--- src/lfr_pkg.sv ---
// Shared constants, types and helpers of the lagged Fibonacci random generator.
`timescale 1ns / 1ps

package lfr_pkg;

  localparam int unsigned DEGREE  = 31;
  localparam int unsigned LAG     = 3;
  localparam int unsigned AW      = 5;
  localparam int unsigned WORD_W  = 32;
  localparam int unsigned VALUE_W = 31;
  localparam int unsigned SEED_W  = 32;

  localparam logic [VALUE_W-1:0] LCG_MUL = 31'd1103515245;
  localparam logic [VALUE_W-1:0] LCG_ADD = 31'd12345;

  // command codes carried on s_axis_tuser
  localparam logic CMD_NEXT   = 1'b0;
  localparam logic CMD_RESEED = 1'b1;

  typedef logic [AW-1:0]     pos_t;
  typedef logic [WORD_W-1:0] word_t;

  typedef enum logic {
    ALU_ADD = 1'b0,
    ALU_LCG = 1'b1
  } alu_op_e;

  typedef enum logic [3:0] {
    S_IDLE = 4'b0001,
    S_ADD  = 4'b0010,
    S_SEED = 4'b0100,
    S_DONE = 4'b1000
  } state_e;

  // ring position step, wraps at the ring length
  function automatic pos_t pos_bump(input pos_t p);
    pos_bump = (p == pos_t'(DEGREE - 1)) ? '0 : pos_t'(p + 1'b1);
  endfunction

  // power-on contents of the ring
  function automatic word_t start_word(input pos_t idx);
    case (idx)
      5'd0:    start_word = 32'h5851f42d;
      5'd1:    start_word = 32'hc0b18ccf;
      5'd2:    start_word = 32'hcbb5f646;
      5'd3:    start_word = 32'hc7033129;
      5'd4:    start_word = 32'h30705b04;
      5'd5:    start_word = 32'h20fd5db4;
      5'd6:    start_word = 32'h9a8b7f78;
      5'd7:    start_word = 32'h502959d8;
      5'd8:    start_word = 32'hab894868;
      5'd9:    start_word = 32'h6c0356a7;
      5'd10:   start_word = 32'h88cdb7ff;
      5'd11:   start_word = 32'hb477d43f;
      5'd12:   start_word = 32'h70a3a52b;
      5'd13:   start_word = 32'ha8e4baf1;
      5'd14:   start_word = 32'hfd8341fc;
      5'd15:   start_word = 32'h8ae16fd9;
      5'd16:   start_word = 32'h742d2f7a;
      5'd17:   start_word = 32'h0d1f0796;
      5'd18:   start_word = 32'h76035e09;
      5'd19:   start_word = 32'h40f7702c;
      5'd20:   start_word = 32'h6fa72ca5;
      5'd21:   start_word = 32'haaa84157;
      5'd22:   start_word = 32'h58a0df74;
      5'd23:   start_word = 32'hc74a0364;
      5'd24:   start_word = 32'hae533cc4;
      5'd25:   start_word = 32'h04185faf;
      5'd26:   start_word = 32'h6de3b115;
      5'd27:   start_word = 32'h0cab8628;
      5'd28:   start_word = 32'hf043bfa4;
      5'd29:   start_word = 32'h398150e9;
      5'd30:   start_word = 32'h37521657;
      default: start_word = '0;
    endcase
  endfunction

endpackage

--- src/lfr_ram.sv ---
// Generic RAM: one write port, two registered read ports.
`timescale 1ns / 1ps

module lfr_ram #(
  parameter int unsigned WIDTH = 32,
  parameter int unsigned DEPTH = 31
) (
  input  logic                     clk_i,
  input  logic                     we_i,
  input  logic [$clog2(DEPTH)-1:0] waddr_i,
  input  logic [WIDTH-1:0]         wdata_i,
  input  logic [$clog2(DEPTH)-1:0] raddr_a_i,
  input  logic [$clog2(DEPTH)-1:0] raddr_b_i,
  output logic [WIDTH-1:0]         rdata_a_o,
  output logic [WIDTH-1:0]         rdata_b_o
);

  logic [WIDTH-1:0] mem_q [DEPTH];

  always_ff @(posedge clk_i) begin
    if (we_i) begin
      mem_q[waddr_i] <= wdata_i;
    end
    rdata_a_o <= mem_q[raddr_a_i];
    rdata_b_o <= mem_q[raddr_b_i];
  end

endmodule

--- src/lfr_alu.sv ---
// Shared arithmetic unit: ring word add or one LCG step.
`timescale 1ns / 1ps

module lfr_alu (
  input  lfr_pkg::alu_op_e op_i,
  input  lfr_pkg::word_t   a_i,
  input  lfr_pkg::word_t   b_i,
  output lfr_pkg::word_t   y_o
);
  import lfr_pkg::*;

  logic [2*VALUE_W-1:0] prod;
  logic [VALUE_W-1:0]   lcg;

  // only the low 31 bits of the state matter modulo 2^31
  assign prod = a_i[VALUE_W-1:0] * LCG_MUL;
  assign lcg  = prod[VALUE_W-1:0] + LCG_ADD;

  always_comb begin
    unique case (op_i)
      ALU_ADD: y_o = a_i + b_i;
      ALU_LCG: y_o = {1'b0, lcg};
      default: y_o = '0;
    endcase
  end

endmodule

--- src/lagged_fibonacci_random.sv ---
// Top level of the additive lagged Fibonacci random generator (31 words, lag 3).
`timescale 1ns / 1ps

// Usage notes
// - Input stream: s_axis_tuser is the command (0 = next value, 1 = reseed),
//   s_axis_tdata the 32-bit seed, ignored on next. One transaction, one result.
// - Output stream: m_axis_tdata[30:0] carries the value; zero after a reseed.
// - Next: the accept cycle reads front and rear words from the two read ports of
//   the ring RAM; in S_ADD, once the output register is free, the shared ALU
//   adds them, writes the sum back and loads the output register.
// - Reseed: the shared ALU runs one LCG step a cycle, 31 steps, one ring write
//   each, then the zero result is loaded.
// - s_axis_tready is high only while the sequencer is idle.
// - Reset: ring contents come from the power-on table through per-word valid
//   bits (cleared at once), positions go to 3 and 0; no clearing pass.
// - Receiver stall: a result waits in the output register; the block still
//   takes the next transaction and parks at its final step until the register
//   is free, so nothing is lost or repeated.
module lagged_fibonacci_random (
  input  logic                          clk_i,
  input  logic                          rst_ni,
  input  logic                          s_axis_tvalid,
  output logic                          s_axis_tready,
  input  logic [lfr_pkg::SEED_W-1:0]    s_axis_tdata,  // [31:0] seed
  input  logic                          s_axis_tuser,  // [0] command
  output logic                          m_axis_tvalid,
  input  logic                          m_axis_tready,
  output logic [lfr_pkg::WORD_W-1:0]    m_axis_tdata   // [30:0] value, [31] zero
);
  import lfr_pkg::*;

  state_e state_q, state_d;
  pos_t   front_q, front_d;
  pos_t   rear_q, rear_d;
  pos_t   idx_q, idx_d;
  logic [VALUE_W-1:0] lcg_q, lcg_d;
  logic [DEGREE-1:0]  vld_q;

  logic               m_valid_q, m_valid_d;
  logic [VALUE_W-1:0] m_data_q, out_val;
  logic               load_out;

  // ring RAM ports
  logic  we;
  pos_t  waddr;
  word_t wdata, rd_a, rd_b;

  // power-on words for entries never written yet
  logic  vld_a_q, vld_b_q;
  word_t tbl_a_q, tbl_b_q;
  word_t op_a, op_b;

  alu_op_e alu_op;
  word_t   alu_a, alu_y;

  logic accept, out_free;

  lfr_ram #(
    .WIDTH(WORD_W),
    .DEPTH(DEGREE)
  ) u_ring (
    .clk_i    (clk_i),
    .we_i     (we),
    .waddr_i  (waddr),
    .wdata_i  (wdata),
    .raddr_a_i(front_q),
    .raddr_b_i(rear_q),
    .rdata_a_o(rd_a),
    .rdata_b_o(rd_b)
  );

  lfr_alu u_alu (
    .op_i(alu_op),
    .a_i (alu_a),
    .b_i (op_b),
    .y_o (alu_y)
  );

  assign op_a = vld_a_q ? rd_a : tbl_a_q;
  assign op_b = vld_b_q ? rd_b : tbl_b_q;

  assign s_axis_tready = (state_q == S_IDLE);
  assign accept        = s_axis_tvalid && s_axis_tready;
  assign out_free      = !m_valid_q || m_axis_tready;

  always_comb begin
    state_d  = state_q;
    front_d  = front_q;
    rear_d   = rear_q;
    idx_d    = idx_q;
    lcg_d    = lcg_q;
    we       = 1'b0;
    waddr    = front_q;
    wdata    = alu_y;
    alu_op   = ALU_ADD;
    alu_a    = op_a;
    load_out = 1'b0;
    out_val  = alu_y[WORD_W-1:1];

    unique case (state_q)
      S_IDLE: begin
        if (accept) begin
          if (s_axis_tuser == CMD_RESEED) begin
            // the LCG only ever sees the seed modulo 2^31
            lcg_d   = s_axis_tdata[VALUE_W-1:0];
            idx_d   = '0;
            state_d = S_SEED;
          end else begin
            state_d = S_ADD;
          end
        end
      end
      S_ADD: begin
        if (out_free) begin
          we       = 1'b1;
          load_out = 1'b1;
          front_d  = pos_bump(front_q);
          rear_d   = pos_bump(rear_q);
          state_d  = S_IDLE;
        end
      end
      S_SEED: begin
        alu_op = ALU_LCG;
        alu_a  = {1'b0, lcg_q};
        we     = 1'b1;
        waddr  = idx_q;
        // word 0 gets bit 0 forced; the LCG chain itself is untouched
        wdata  = alu_y | WORD_W'(idx_q == '0);
        lcg_d  = alu_y[VALUE_W-1:0];
        idx_d  = pos_t'(idx_q + 1'b1);
        if (idx_q == pos_t'(DEGREE - 1)) begin
          front_d = pos_t'(LAG);
          rear_d  = '0;
          state_d = S_DONE;
        end
      end
      S_DONE: begin
        if (out_free) begin
          load_out = 1'b1;
          out_val  = '0;
          state_d  = S_IDLE;
        end
      end
      default: state_d = S_IDLE;
    endcase
  end

  assign m_valid_d = load_out ? 1'b1 : (m_axis_tready ? 1'b0 : m_valid_q);

  always_ff @(posedge clk_i or negedge rst_ni) begin
    if (!rst_ni) begin
      state_q   <= S_IDLE;
      front_q   <= pos_t'(LAG);
      rear_q    <= '0;
      idx_q     <= '0;
      vld_q     <= '0;
      m_valid_q <= 1'b0;
    end else begin
      state_q   <= state_d;
      front_q   <= front_d;
      rear_q    <= rear_d;
      idx_q     <= idx_d;
      m_valid_q <= m_valid_d;
      if (we) begin
        vld_q[waddr] <= 1'b1;
      end
    end
  end

  // payload registers, no reset
  always_ff @(posedge clk_i) begin
    lcg_q   <= lcg_d;
    vld_a_q <= vld_q[front_q];
    vld_b_q <= vld_q[rear_q];
    tbl_a_q <= start_word(front_q);
    tbl_b_q <= start_word(rear_q);
    if (load_out) begin
      m_data_q <= out_val;
    end
  end

  assign m_axis_tvalid = m_valid_q;
  assign m_axis_tdata  = {1'b0, m_data_q};

endmodule
--- config.mk ---
export PLATFORM = sky130hd
export DESIGN_NAME = lagged_fibonacci_random
export DESIGN_NICKNAME = d
export VERILOG_FILES = /design/src/lfr_pkg.sv /design/src/lfr_ram.sv /design/src/lfr_alu.sv /design/src/lagged_fibonacci_random.sv
export SDC_FILE = /design/constraint.sdc
export NUM_CORES = 2
export LEC_CHECK = 0
export ABC_CLOCK_PERIOD_IN_PS = 18700
export BUFFER_PORTS_ARGS = -buffer_cell sky130_fd_sc_hd__clkbuf_2
export CAP_MARGIN = 0
export CORE_UTILIZATION = 69
export DETAILED_ROUTE_END_ITERATION = 8
export PLACE_DENSITY = 0.89
export SYNTH_ARGS = -nofsm -noshare
export SYNTH_HDL_FRONTEND = slang
export SYNTH_SLANG_ARGS = --single-unit
--- constraint.sdc ---
create_clock -name clk_i -period 18.7 [get_ports clk_i]
set_input_delay 2.805 -clock clk_i [delete_from_list [all_inputs] [get_ports clk_i]]
set_output_delay 2.805 -clock clk_i [all_outputs]
set_load 0.02 [all_outputs]
**Yosys cells after proc, flatten, opt, wreduce, memory -nomap -nowiden**

Memory sizes are Yosys's and may differ from the RTL's. A register that Yosys moved wholly into a read port is not among the register bits.
Index checks and enable logic that the tools add are counted.
W data, S select, Z words.

- Bits of input ports: 37
- Register bits after elaboration: 115
- Memories: 3
- Word-level logic and storage cells: 91
- Bits in writable memories: 992
- Bits in read-only memories: 2048

- Add/sub/neg operators: 5
- Bitwise logic cells: 3
- Equal/unequal tests: 12
- Reductions and logical operators: 12
- Magnitude comparators: 4
- Multiplexer cells: 41
- $mul: 1

Memories:

| name | depth | bits a word | rd ports | clocked after Yosys merged registers in | write ports | RTL line | source |
|---|---|---|---|---|---|---|---|
| (no name shown) | 32 | 32 | 1 | 1 | 0 | lfr_pkg.sv:42 | `case (idx)` |
| (no name shown) | 32 | 32 | 1 | 1 | 0 | lfr_pkg.sv:42 |  |
| u_ring.mem_q | 31 | 32 | 2 | 2 | 1 | lfr_ram.sv:18 | `logic [WIDTH-1:0] mem_q [DEPTH];` |

Operators by type and width:

| operator | number |
|---|---|
| $mux W32 | 4 |
| $mux W31 | 4 |
| $pmux W32 S2 | 1 |
| $pmux W31 S2 | 1 |
| $mux W5 | 9 |
| $add A32 B32 Y32 | 1 |
| $or A32 B1 Y32 | 1 |
| $add A31 B14 Y31 const B | 1 |
| $mul A31 B31 Y31 const B | 1 |
| $or A31 B31 Y31 | 1 |
| $pmux W5 S2 | 3 |
| $lt A5 B6 Y1 const B | 3 |
| $add A5 B1 Y5 const B | 3 |
| $eq A5 B5 Y1 const B | 3 |
| $mux W4 | 3 |
| $pmux W4 S3 | 1 |
| $bmux W1 S5 | 2 |
| $mux W1 | 10 |
| $reduce_and A3 Y1 | 3 |
| $ne A2 B1 Y1 const B | 3 |
| $reduce_bool A2 Y1 | 3 |
| $demux W1 S5 | 1 |
| $ge A5 B1 Y1 const B | 1 |
| $logic_not A5 Y1 | 1 |
| 12 further kinds | 14 |

**Depth between registers and ports, before layout**

- Depth after elaboration: 7
- Gate-level depth with buffers: 34

**Hierarchy**

A second synthesis with hierarchy kept.

- Cells, all modules: 5055
- Area, all modules: 69362.8 um^2

Modules (own cells, without submodules):

| module | area an instance (um^2) | cells each | instances |
|---|---|---|---|
| lfr_ram | 47511.8 | 2598 | 1 |
| lagged_fibonacci_random | 11081.9 | 1227 | 1 |
| lfr_alu | 10769.1 | 1230 | 1 |

**Worst setup path before layout**

OpenSTA, ideal clock, no wires.

- Kind: flip-flop to flip-flop
- Start: register state_q[1]
- End: register m_data_q[28] (data pin)
- Library setup time: 259 ps
- Stages on the path, launching flop included: 34
- Data required time: 18441 ps
- Data arrival time: 8856 ps
- Setup slack: 9585 ps
- Path through: dfrtp_1 > nor4b_2 > clkbuf_1 > clkbuf_1 > buf_1 > clkbuf_1 > o21a_1 > inv_1 > ha_1 > inv_1 > fa_1 > inv_1 > ha_1 > inv_1 > fa_1 > inv_1 > fa_1 > inv_1 > fa_1 > inv_1 > fa_1 > inv_1 > fa_1 > inv_1 > ha_1 > nand4_1 > or3_1 > o221ai_1 > o21ai_0 > o21ai_0 > a31oi_1 > mux2i_1 > o211ai_1 > and2_1

- Cells in the longest elaborated chain, start to end: 7
- Elaborated cells on any way between the ends: 11
- Those cells by class: 2 x add/sub; 1 x mul; 2 x eq/ne; 5 x mux; 1 x bitwise

RTL lines:

| item | RTL line | source |
|---|---|---|
| from (decl) | lagged_fibonacci_random.sv:32 | `state_e state_q, state_d;` |
| from (signal assigned) | lagged_fibonacci_random.sv:159 | `state_q <= state_d;` |
| $eq A4 B3 Y1 (*) | lagged_fibonacci_random.sv:100 | `unique case (state_q)` |
| $mux W32 | lagged_fibonacci_random.sv:100 |  |
| $mul A31 B31 Y31 | lfr_alu.sv:16 | `assign prod = a_i[VALUE_W-1:0] * LCG_MUL;` |
| $add A31 B14 Y31 | lfr_alu.sv:17 | `assign lcg = prod[VALUE_W-1:0] + LCG_ADD;` |
| $pmux W32 S2 (*) | lfr_alu.sv:20 | `unique case (op_i)` |
| named net alu_y[29] | lagged_fibonacci_random.sv:54 | `word_t alu_a, alu_y;` |
| $mux W31 | lagged_fibonacci_random.sv:138 | `if (out_free) begin` |
| $mux W31 (*) | lagged_fibonacci_random.sv:100 |  |
| named net out_val[28] | lagged_fibonacci_random.sv:40 | `logic [VALUE_W-1:0] m_data_q, out_val;` |
| to (signal assigned) | lagged_fibonacci_random.sv:178 | `m_data_q <= out_val;` |
| to (decl) | lagged_fibonacci_random.sv:40 |  |

The timed path passes the listed nets; every way through them passes the cells marked *.
A chain may end at the register's enable or synchronous reset.

**Final worst setup path**

- Start: register state_q[1]
- End: memory u_ring.mem_q[14][25] (data pin)

- Cells in the longest elaborated chain, start to end: 7
- Elaborated cells on any way between the ends: 10
- Those cells by class: 2 x add/sub; 1 x mul; 1 x eq/ne; 4 x mux; 2 x bitwise

RTL lines:

| item | RTL line | source |
|---|---|---|
| $eq A4 B3 Y1 (*) | lagged_fibonacci_random.sv:100 |  |
| $mux W32 | lagged_fibonacci_random.sv:100 |  |
| $mul A31 B31 Y31 | lfr_alu.sv:16 |  |
| $add A31 B14 Y31 | lfr_alu.sv:17 |  |
| $pmux W32 S2 (*) | lfr_alu.sv:20 |  |
| named net alu_y[25] | lagged_fibonacci_random.sv:54 |  |
| $or A32 B1 Y32 | lagged_fibonacci_random.sv:128 | `wdata = alu_y \| WORD_W'(idx_q == '0);` |
| $mux W32 (*) | lagged_fibonacci_random.sv:100 |  |
| to (decl) | lfr_ram.sv:18 |  |

Marks and branches as above.

==> results.toml <==
[critical_path]
crit_family = "adder cells"
required_ns = 19.06
crit_type = "reg -> reg"
worst_path_max_delay_cell = "nand2_1"
endpoint_kind = "flop"
slowest_delay_ns = 0.96
cp_num_buf_inv = 8
crit_fanout = 71
start_kind = "flop"
worstPathArrival_ns = 11.12

[detailed_routing]
drt_pass1_iterations = 9
num_vias = 46700
wl_per_cell_um = 36.9
drc = 28
drt-initial-drc-count = 8191
wirelength_mm = 222
ant_nets = 0
via_per_inst = 7.76

[synthesis]
synth_edf_count = 1054
ys_ff_latch = 1235
synthArstFlopShare_pct = 4.13
syn-instance-count = 4638
yosysWarnings = 0
syn_avg_cell_area_um2 = 14.6
netlist_area_um2 = 67900
seq_area_frac_synth_pct = 52.3
synth_fp_nets = 5107
ys.flop_type = "edfxtp_1"
netlist-cell-type-count = 84

[clocking]
numCtsBuffers = 119
cts_tree = "built"
hold_buffers = 0
htreeDepth = 3
clkLatencyLatePin_ns = 0.78
cts_resized = 0
cts.clk_slew.worst_paths_ns = 0.07
post_cts_buffers = 0
cts_max_path_buffers = 3
numClockSinks = 1235
cts_root_buffer = "clkbuf_16"

[floorplanning]
coreArea_um2 = 97100
die_h_um = 316
boundaryPins = 71
fp-row-count = 114
initial_core_util_pct = 69.9
fp.dieW_um = 316
die_area_um2 = 99600

[status]
violations = "design-rule violations"
status = "finished, violations left"

[min_path]
worstHoldPathType = "reg -> reg"

[global_route]
grt_max_degree = 176
antenna_found_initial = 19
grt_pass1_vias = 46900
grt_first_pass_wirelength_mm = 319
grt_overflow_total = 0
track_usage_pct = 45.5

[flow_run]
drv_cap = 0

[place]
hpwl_mm = 127
port-buffer-count = 68
place_congestion = 0.997

[timing]
setup_violations = 0
period_share_pct = 57.5
rsz0062_at_grt = "no"
fmax_mhz = 93.0
slew-limit-headroom_pct = 2.60
worst_pin_slew_ns = 1.46
min_period_ns = 10.75
tns_ns = 0
skew_ns = 0.0755
hold_viol = 0
slew_violations = 0

[final_layout]
final_common_cell = "edfxtp_1"
syn_to_final_growth_pct = 8.60
drive_above_1_share_pct = 23.1
nFillCells = 5170
nets = 5097
final_cell_mix = "edfxtp_1, mux4_2, nand2_1"
[metrics by stage]
stage	setup slack [ns]	instance area (um2)	instances	utilization (%)	hold WS (ns)
after floorplan	9.59	67900	4638	-	0.452
after CTS	8.10	73700	6009	75.9	0.503
after global routing	7.58	73700	6009	75.9	0.529
after detailed placement	8.11	69800	5783	71.9	0.476
after global placement	8.37	69800	5783	71.9	0.465
final	7.95	73700	6014	75.9	0.509
[synth_stat cells (17+ instances only)]
master,n,area (um2)
nand3_1,48,240
a31oi_1,28,175
buf_1,88,330
dfrtp_1,48,1200
o21a_1,23,173
xnor2_1,48,420
nand2b_1,18,113
and2_1,25,156
a21oi_1,152,761
ha_1,258,3230
nor2_1,145,544
o21ai_0,206,1030
edfxtp_1,1054,31700
dfxtp_1,130,2600
mux2i_1,107,1070
clkbuf_1,192,721
nand2_1,501,1880
o211ai_1,17,128
a21o_1,35,263
nor3_1,28,140
a211oi_1,26,195
fa_1,174,3480
mux4_2,594,13400
inv_1,409,1540
or2_2,36,225
xor2_1,30,263
mux2_2,42,473
[layer usage]
layer	global-route usage (%)	up-vias	wire, um
met5	0	-	156
met1	55.3	22800	67700
li1	-	17600	-
met3	15.1	1457	32600
met4	32.2	18	20200
met2	69.1	4845	101000
[final cells by class]
type,count,area [um2],area share (%)
sequential,1235,35600,48.2
multi-input combinational,2705,30100,40.8
clock buffer,163,3320,4.50
tap,1276,1600,2.17
inverter,413,1560,2.12
timing repair buffer,154,1020,1.39
clock inverter,63,594,0.806
antenna,5,12.5,0.0170
[path summary, 6_finish.rpt]
check,endpoint,cells after the start,slack [ns],startpoint
worst min-delay path,vld_q[17],1,0.51,vld_q[17]
min in group asynchronous,rear_q[2],2,2.21,rst_ni
max in group asynchronous,front_q[2],2,15.87,rst_ni
worst max-delay path,u_ring.mem_q[14][25],28,7.95,state_q[1]
worst max register to register,u_ring.mem_q[14][25],28,7.95,state_q[1]
worst min register to register,vld_q[17],1,0.51,vld_q[17]
[flip-flops by register name, indices dropped and copies added, names as in the netlist, 4 cells and up]
name / flops
u_ring.mem_q: 992
tbl_a_q: 32
tbl_b_q: 32
u_ring.rdata_a_o: 32
u_ring.rdata_b_o: 32
lcg_q: 31
m_data_q: 31
vld_q: 31
front_q: 5
idx_q: 5
rear_q: 5
state_q: 4
[kinds of logic (layout without fill, tap and decap cells)]
family / after synthesis / after routing / synth area share (%)
xor+xnor: 82 / 82 / 1.12
mux: 748 / 748 / 22.1
fa+ha+maj: 434 / 434 / 9.92
other cells: 1 / 6 / 0.00552
buf+inv: 698 / 793 / 3.88
simple gates: 858 / 858 / 5.44
flops: 1235 / 1235 / 52.3
compound gates: 582 / 582 / 5.19
[worst register-to-register path, delay by kind of cell (launching register included)]
kind | cells | cell delay (ns)
and+or+nand+nor | 6 | 2.24
adders and majority gates | 9 | 4.24
DFF | 1 | 0.46
buffers and inverters | 8 | 1.73
AOI/OAI and AO/OA | 4 | 1.51
xor gates and xnor gates | 1 | 0.20
Power is left out: the tool's default activity adds up to more than one toggle a clock period on the data nets, which glitch-free logic cannot reach.
